`config.mk`:
```
export PLATFORM = sky130hd
export DESIGN_NAME = dti_step
export DESIGN_NICKNAME = d
export VERILOG_FILES = /design/src/rtl/core/dti_pkg.sv /design/src/rtl/core/dti_step.sv
export SDC_FILE = /design/constraint.sdc
export NUM_CORES = 1
export LEC_CHECK = 0
export ABC_AREA = 1
export BUFFER_PORTS_ARGS = -buffer_cell sky130_fd_sc_hd__buf_2
export CORE_MARGIN = 2
export CORE_UTILIZATION = 37
export DETAILED_ROUTE_END_ITERATION = 16
export PLACE_DENSITY = 0.84
export SLEW_MARGIN = 20
export SYNTH_ARGS = -nofsm -noshare
export SYNTH_HDL_FRONTEND = slang
export SYNTH_SLANG_ARGS = --single-unit
```
`constraint.sdc`:
```
create_clock -name vclk -period 3.7
set_clock_uncertainty 0.2 [all_clocks]
set_input_delay 0.74 -clock vclk [all_inputs]
set_output_delay 0.74 -clock vclk [all_outputs]
set_load 0.005 [all_outputs]
```
`src/rtl/core/dti_pkg.sv`:
```
// dti_pkg: shared sizes, table entry layouts, codes and step result type
// for the decision tree inference block; no dependencies
`default_nettype none

package dti_pkg;

   localparam int MAX_NODES    = 1024;
   localparam int MAX_FEATURES = 64;
   localparam int MAX_STEPS    = 64;

   localparam int NODE_AW = $clog2(MAX_NODES);
   localparam int FEAT_AW = $clog2(MAX_FEATURES);
   localparam int STEP_W  = (MAX_STEPS > 1) ? $clog2(MAX_STEPS) : 1;

   localparam int COUNT_W  = 11;
   localparam int FC_W     = 7;
   localparam int CHILD_W  = 11;
   localparam int CLASS_W  = 8;
   localparam int VALUE_W  = 32;
   localparam int STATUS_W = 2;
   localparam int CSR_W    = 11;

   localparam logic [COUNT_W-1:0] NODE_LIMIT = COUNT_W'(MAX_NODES);
   localparam logic [STEP_W-1:0]  LAST_STEP  = STEP_W'(MAX_STEPS - 1);

   // request kinds
   localparam logic REQ_NODE_WRITE    = 1'b0;
   localparam logic REQ_FEATURE_WRITE = 1'b1;

   // csr register indexes
   localparam logic CSR_NODE_COUNT    = 1'b0;
   localparam logic CSR_FEATURE_COUNT = 1'b1;

   // result status codes
   localparam logic [STATUS_W-1:0] STATUS_OK         = 2'd0;
   localparam logic [STATUS_W-1:0] STATUS_EMPTY      = 2'd1;
   localparam logic [STATUS_W-1:0] STATUS_STEP_LIMIT = 2'd2;

   typedef struct packed {
      logic [FEAT_AW-1:0] feature;
      logic [VALUE_W-1:0] threshold;
   } split_type;

   typedef struct packed {
      logic               leaf;
      logic [CHILD_W-1:0] left;
      logic [CHILD_W-1:0] right;
      logic [CLASS_W-1:0] cls;
   } link_type;

   typedef struct packed {
      logic               early_stop;
      logic               go_next;
      logic [NODE_AW-1:0] next_idx;
   } step_type;

endpackage

`default_nettype wire

```
`src/rtl/core/dti_step.sv`:
```
// dti_step: per-node decision of the tree walk (stop test, signed compare,
// child select and range check); depends on dti_pkg
`default_nettype none

module dti_step (
   input  dti_pkg::link_type                    link,
   input  logic signed [dti_pkg::VALUE_W-1:0]   threshold,
   input  logic signed [dti_pkg::VALUE_W-1:0]   sample,
   input  logic        [dti_pkg::COUNT_W-1:0]   node_limit,
   output dti_pkg::step_type                    result
);
   import dti_pkg::*;

   logic               take_left;
   logic [NODE_AW-1:0] next_idx;

   always_comb begin
      take_left = (sample <= threshold);
      next_idx  = take_left ? link.left[NODE_AW-1:0] : link.right[NODE_AW-1:0];

      // leaf or missing child ends the walk on this node
      result.early_stop = link.leaf | link.left[CHILD_W-1] | link.right[CHILD_W-1];
      result.next_idx   = next_idx;
      result.go_next    = ({1'b0, next_idx} < node_limit);
   end

endmodule

`default_nettype wire

```
== After elaboration in Yosys (flattened, before gate mapping) ==
Index checks and enable logic that the tools add are counted.
W data, S select, Z words.
Operators by class
  mux-type cells: 1
  bitwise operators: 2
  order comparisons: 2
Operators with widths (number)
  $le A32 B32 Y1: 1
  $lt A10 B11 Y1: 1
  $mux W10: 1
  $or A1 B1 Y1: 2
Word-level totals
  flip-flop bits (word level): 0
  output and inout port bits: 12
  logic and storage cells: 5

== Longest topological paths before layout ==
Gate-level depths: netlist of run 1.
  depth after elaboration: 3
  gate-level depth with buffers: 26
  depth with buffers taken out: 25

== Worst setup path after synthesis of run 1 ==
No wires, ideal clock.
  kind: in2out
  start point: in threshold[31] (netlist bit)
  end point: out result[10] (netlist bit)
  setup slack: -0.180 ns
  data arrival time: 2.940 ns
  required time: 2.760 ns
  buffers on the path: 1
  stages on the path: 19
  path through: inv_1 > ha_1 > a21oi_1 > o21a_2 > nand2_2 > a21oi_4 > nand3_2 > nand3_2 > buf_6 > inv_12 > nand2_4 > nand2_2 > ha_1 > nand2_1 > o21ai_0 > a21oi_1 > nand3b_1 > a21oi_1 > a21oi_2
RTL lines
  start: declaration: line dti_step.sv:7  | input logic signed [dti_pkg::VALUE_W-1:0] threshold,
  end: declaration: line dti_step.sv:10  | output dti_pkg::step_type result

==> impl_metrics.yaml, run 1 <==
synthesis:
  synth_most_common_cell: "nand2_1"
  synth_seq_area_share_pct: 0
  avgSynthCellArea_sq_um: 6.50
  yosysWarnings: 0
  synthDistinctLibCells: 26
  synth_top_area_share_pct: 36.5
  synth_area_sq_um: 1400
  synth_commonest_cells: "nand2_1 (50), inv_1 (48), ha_1 (41), a21oi_1 (19), nand2_2 (14)"
  synth_cells: 216
  synth.area.top_cells: "ha_1 (37%), nand2_1 (13%), inv_1 (13%)"
  synth_nets: 363
  yosys.area.top_type: "ha_1"
cells_and_area:
  multi_input_area_sq_um: 1590
  fill_cells: 311
  seq_cells: 0
  regArea_sq_um: 0
  layout.nets: 488
  fin_area_sq_um: 2570
  n_antenna_cell: 0
  clkbuf_count: 0
  drive_gt1_share_pct: 66.4
  syn2layout_area_growth_pct: 82.9
outcome:
  violations: "setup timing"
  status: "finished, violations left"
timing:
  holdWs_ns: 1.52
  fmax_mhz: 246
  finalWorstSetupSlack_ns: -0.367
  fin_crit_ns: 4.07
  hold_viol_final: 0
  finalSetupViolCount: 1
  maxSlewHeadroom_pct: 88.5
  min_period_over_period_pct: 110
  rsz0062_at_grt: "yes"
  tightest_slew_ns: 0.171
  final.setup.tns_ns: -0.367
  slew_viol_final: 0
place:
  portBuffers: 110
  place_congestion: 0.776
  dp_slack_ns: -0.472
  hpwl_um: 3320
  dpl_cell_area_sq_um: 2150
floorplan:
  die_area_sq_um: 4300
  pin_count: 118
  start_util_pct: 38.3
  die_x_um: 65.6
  rows: 22
  core_sq_um: 3660
  die_y_um: 65.6
job:
  drv_cap: 0
setup_path:
  cp.arrival_ns: 3.13
  start_kind: "input port"
  crit_type: "input port to output pin"
  crit_top_cell: "nand2_2"
  crit_buf_inv: 5
  cpLargestDelayFamily: "simple AND/OR/NAND/NOR gates"
  critPathMaxFanout: 7
  slowest_stage: "ha_4"
  cp.required_ns: 2.76
  cp-end-kind: "output pin"
  cp_cell_sequence: "buf_2 > inv_2 > ha_4 > nand2_2 > nor2_4 > nand4_4 > nor2_4 > nand2_2 > nand2_2 > nand2_2 > nand3_2 > buf_12 > inv_12 > nand2_4 > nand2_2 > ha_4 > nand2_2 > o21ai_2 > a21oi_1 > nand3b_1 > a21oi_2 > a21oi_2 > buf_2"
  cpPeakStageDelay_ns: 0.27
global_routing:
  antenna_found_initial: 0
  grt.total_usage_pct: 19.5
  grt_pass1_vias: 1713
  grt_max_degree: 8
  overflow: 0
  grt_pass1_wl_um: 6860
routing:
  top_layer_used: "met4"
  drt_iter0_markers: 39
  post_drt_wl_per_cell_um: 11.2
  final_antenna_net_count: 0
  wl_met3_um: 188
  drc_errors: 0
  routed_wl_um: 4320
  wl_met1_um: 1580
  num_vias: 1755
  via_per_inst: 4.53
  firstDrtPassIters: 4
  wl_met2_um: 2480
power_and_ir_drop:
  swShare_pct: 48.7
  comb_power_share_pct: 100.0
  p_leak_uw: 0.00144
  internal_power_uw: 203
  pwr-share-seq_pct: 0
  power_density_nw_per_um2: 155
  irDropWorstVdd_mv: 0.0923
  p_clk_share_pct: 0
  p_sw_uw: 193
worst_hold_path:
  hold_class: "input port to output pin"
-- area by class of cell --
type                            count  area share (%)
Tap cell                           48            2.34
Timing Repair Buffer              124            27.5
Multi-Input combinational cell    162            61.8
Inverter                           53            8.33
-- cell families after synthesis --
logic type,after synthesis,share of synthesized area (%)
compound gates,27,11.3
fa+ha+maj,41,36.5
buf+inv,54,15.9
simple gates,94,36.3
-- power by group through the flow --
stage,logic (uW),clock network (uW),registers [uW]
6_report,397,0,0
5_1_grt,445,0,0
4_1_cts,384,0,0
3_5_place_dp,324,0,0
3_3_place_gp,312,0,0
2_1_floorplan,191,0,0
-- layer usage --
| metal | vias to the layer above | track usage (%) |
|---|---|---|
| met5 | - | 0 |
| met4 | 0 | 4.43 |
| met3 | 6 | 1.88 |
| met2 | 58 | 40.8 |
| met1 | 765 | 20.4 |
| li1 | 926 | - |
-- repair_timing --
| action | 4_1_cts | 5_1_grt |
|---|---|---|
| pin swaps | 54 | 14 |
| endpoints found under the setup margin | 1 | 1 |
| hold buffers | 0 | 0 |
| setup buffers | 5 | 0 |
| resized for setup | 62 | 8 |
-- per-stage QoR --
step	util, %	std cells	total power, uW
after global placement	58.7	382	312
after global routing	70.1	387	445
after detailed placement	58.7	382	324
after floorplan	-	216	191
after CTS	69.4	387	384
final	70.1	387	397
-- cells in the final DEF (no fill, tap or decap), types with 2 or more instances in the layout --
cell type    n
nand4_1      3
inv_2       16
nor2_1       4
nand2_4     11
nand2_2     27
a21oi_1     12
nand2_1     35
nor2_4       3
ha_1        17
ha_4        24
buf_2      106
inv_1       34
a21oi_2      8
buf_12       2
o21ai_1      2
nor2_2       3
nand3_1      2
buf_4       12
nand3_2      2
buf_6        4
-- final timing paths --
kind / start / to / slack [ns] / cells after the start
worst max-delay path: threshold[21] / result[10] / -0.37 / 23
worst min-delay path: link[18] / result[11] / 1.52 / 3
Note: power is estimated with default switching activity, not from simulation.
==> inputs of run 2 (changes only) <==
CORE_UTILIZATION = 44   (was 37)
PLACE_DENSITY = 0.93   (was 0.84)
clock period = 5.1 ns   (was 3.7 ns; I/O delays follow)
==> impl_metrics.yaml, run 2 (synthesized netlist as in run 1, its figures left out) <==
timing:
  maxSlewHeadroom_pct: 80.7
  fin_crit_ns: 4.90
  fmax_mhz: 204
  slew_viol_final: 0
  tightest_slew_ns: 0.287
  finalSetupViolCount: 0
  rsz0062_at_grt: "no"
  hold_viol_final: 0
  min_period_over_period_pct: 96.0
  final.setup.tns_ns: 0
setup_path:
  cp_cell_sequence: "buf_2 > inv_1 > ha_1 > a21oi_1 > o21a_2 > nand2_2 > a21oi_4 > nand2_1 > nand2_2 > nand3_4 > nand2_1 > nand2_2 > ha_1 > nand2_1 > o21ai_0 > a21oi_1 > nand3b_1 > a21oi_1 > a21oi_2 > buf_2"
  critPathMaxFanout: 7
  crit_buf_inv: 3
  crit_type: "input port to output pin"
  cpPeakStageDelay_ns: 0.35
  cp.required_ns: 3.88
  cpLargestDelayFamily: "compound AO/OA/AOI/OAI gates"
  slowest_stage: "ha_1"
  start_kind: "input port"
  cp.arrival_ns: 3.68
  cp-end-kind: "output pin"
global_routing:
  met2_usage_pct: 36.0
  met3_usage_pct: 1.49
  globalRouteMet1Util_pct: 18.4
  overflow: 0
  grt_max_degree: 8
  grt_pass1_wl_um: 4970
  grt_pass1_vias: 1377
  grt.total_usage_pct: 16.8
  antenna_found_initial: 0
  busiest_layer: "met2"
routing:
  firstDrtPassIters: 4
  drc_errors: 0
  routed_wl_um: 3370
  drt_iter0_markers: 16
  via_per_inst: 4.39
  post_drt_wl_per_cell_um: 9.08
  num_vias: 1628
  final_antenna_net_count: 0
floorplan:
  rows: 20
  start_util_pct: 46.0
  die_x_um: 60.5
  die_area_sq_um: 3660
  pin_count: 118
  core_sq_um: 3050
  die_y_um: 60.5
cells_and_area:
  regArea_sq_um: 0
  drive_gt1_share_pct: 45.6
  fin_area_sq_um: 2020
  fin_util_pct: 66.2
  final_common_cell: "buf_2"
  syn2layout_area_growth_pct: 43.9
  layout_common_cells: "buf_2 (110), nand2_1 (50), inv_1 (48)"
  fill_cells: 306
  n_antenna_cell: 0
  layout.nets: 476
  clkbuf_count: 0
  seq_cells: 0
clock_tree:
  cts_hold_buffers: 0
place:
  hpwl_um: 3200
  dpl_cell_area_sq_um: 2010
  place_congestion: 0.814
  portBuffers: 110
outcome:
  status: "complete, no violations"
power_and_ir_drop:
  power_density_nw_per_um2: 102
  p_leak_uw: 0.00136
  irDropWorstVdd_mv: 0.0454
job:
  drv_cap: 0
worst_hold_path:
  hold_class: "input port to output pin"
run 2: cell count changes in the layout (fill, tap and decap cells not counted), sizes merged:
cell | previous run | this run
buf | 124 | 112
run 2: final cells by class:
cell class,count,area (sq um),area share (%)
Inverter,53,211,10.5
Multi-Input combinational cell,162,1190,58.8
Tap cell,44,55.1,2.72
Timing Repair Buffer,112,566,28.0
run 2: final timing paths:
check,from,endpoint,cells after the start
min,link[18],result[11],3
max,threshold[31],result[10],20
run 2: where the power goes:
part | internal [uW] | total [uW] | switching, uW
combinational | 98.2 | 206 | 108
clock | 0 | 0 | 0
sequential | 0 | 0 | 0
total | 98.2 | 206 | 108
run 2: through the flow:
step | hold WS (ns) | instances | total power, uW | setup WS [ns]
2_1_floorplan | 1.92 | 216 | 130 | 0.660
3_3_place_gp | 2.08 | 371 | 198 | 0.227
3_5_place_dp | 2.09 | 371 | 207 | 0.0395
4_1_cts | 2.09 | 371 | 208 | 0.0339
5_1_grt | 2.11 | 371 | 236 | 0.00983
6_report | 2.09 | 371 | 206 | 0.204
run 2: repair_timing:
action / CTS / global route
buffers inserted: 0 / 0
setup endpoints to repair: 0 / 1
resized for setup: 0 / 1
run 2: routing by layer:
layer	wire (um)	up-vias
met5	0	-
met4	12	0
met3	210	2
met2	1810	49
met1	1330	670
li1	-	907
run 2: tightest hold or removal path: stages:
cell	delay, ns
buf_2	0.07
or3_1	0.08
buf_2	0.10
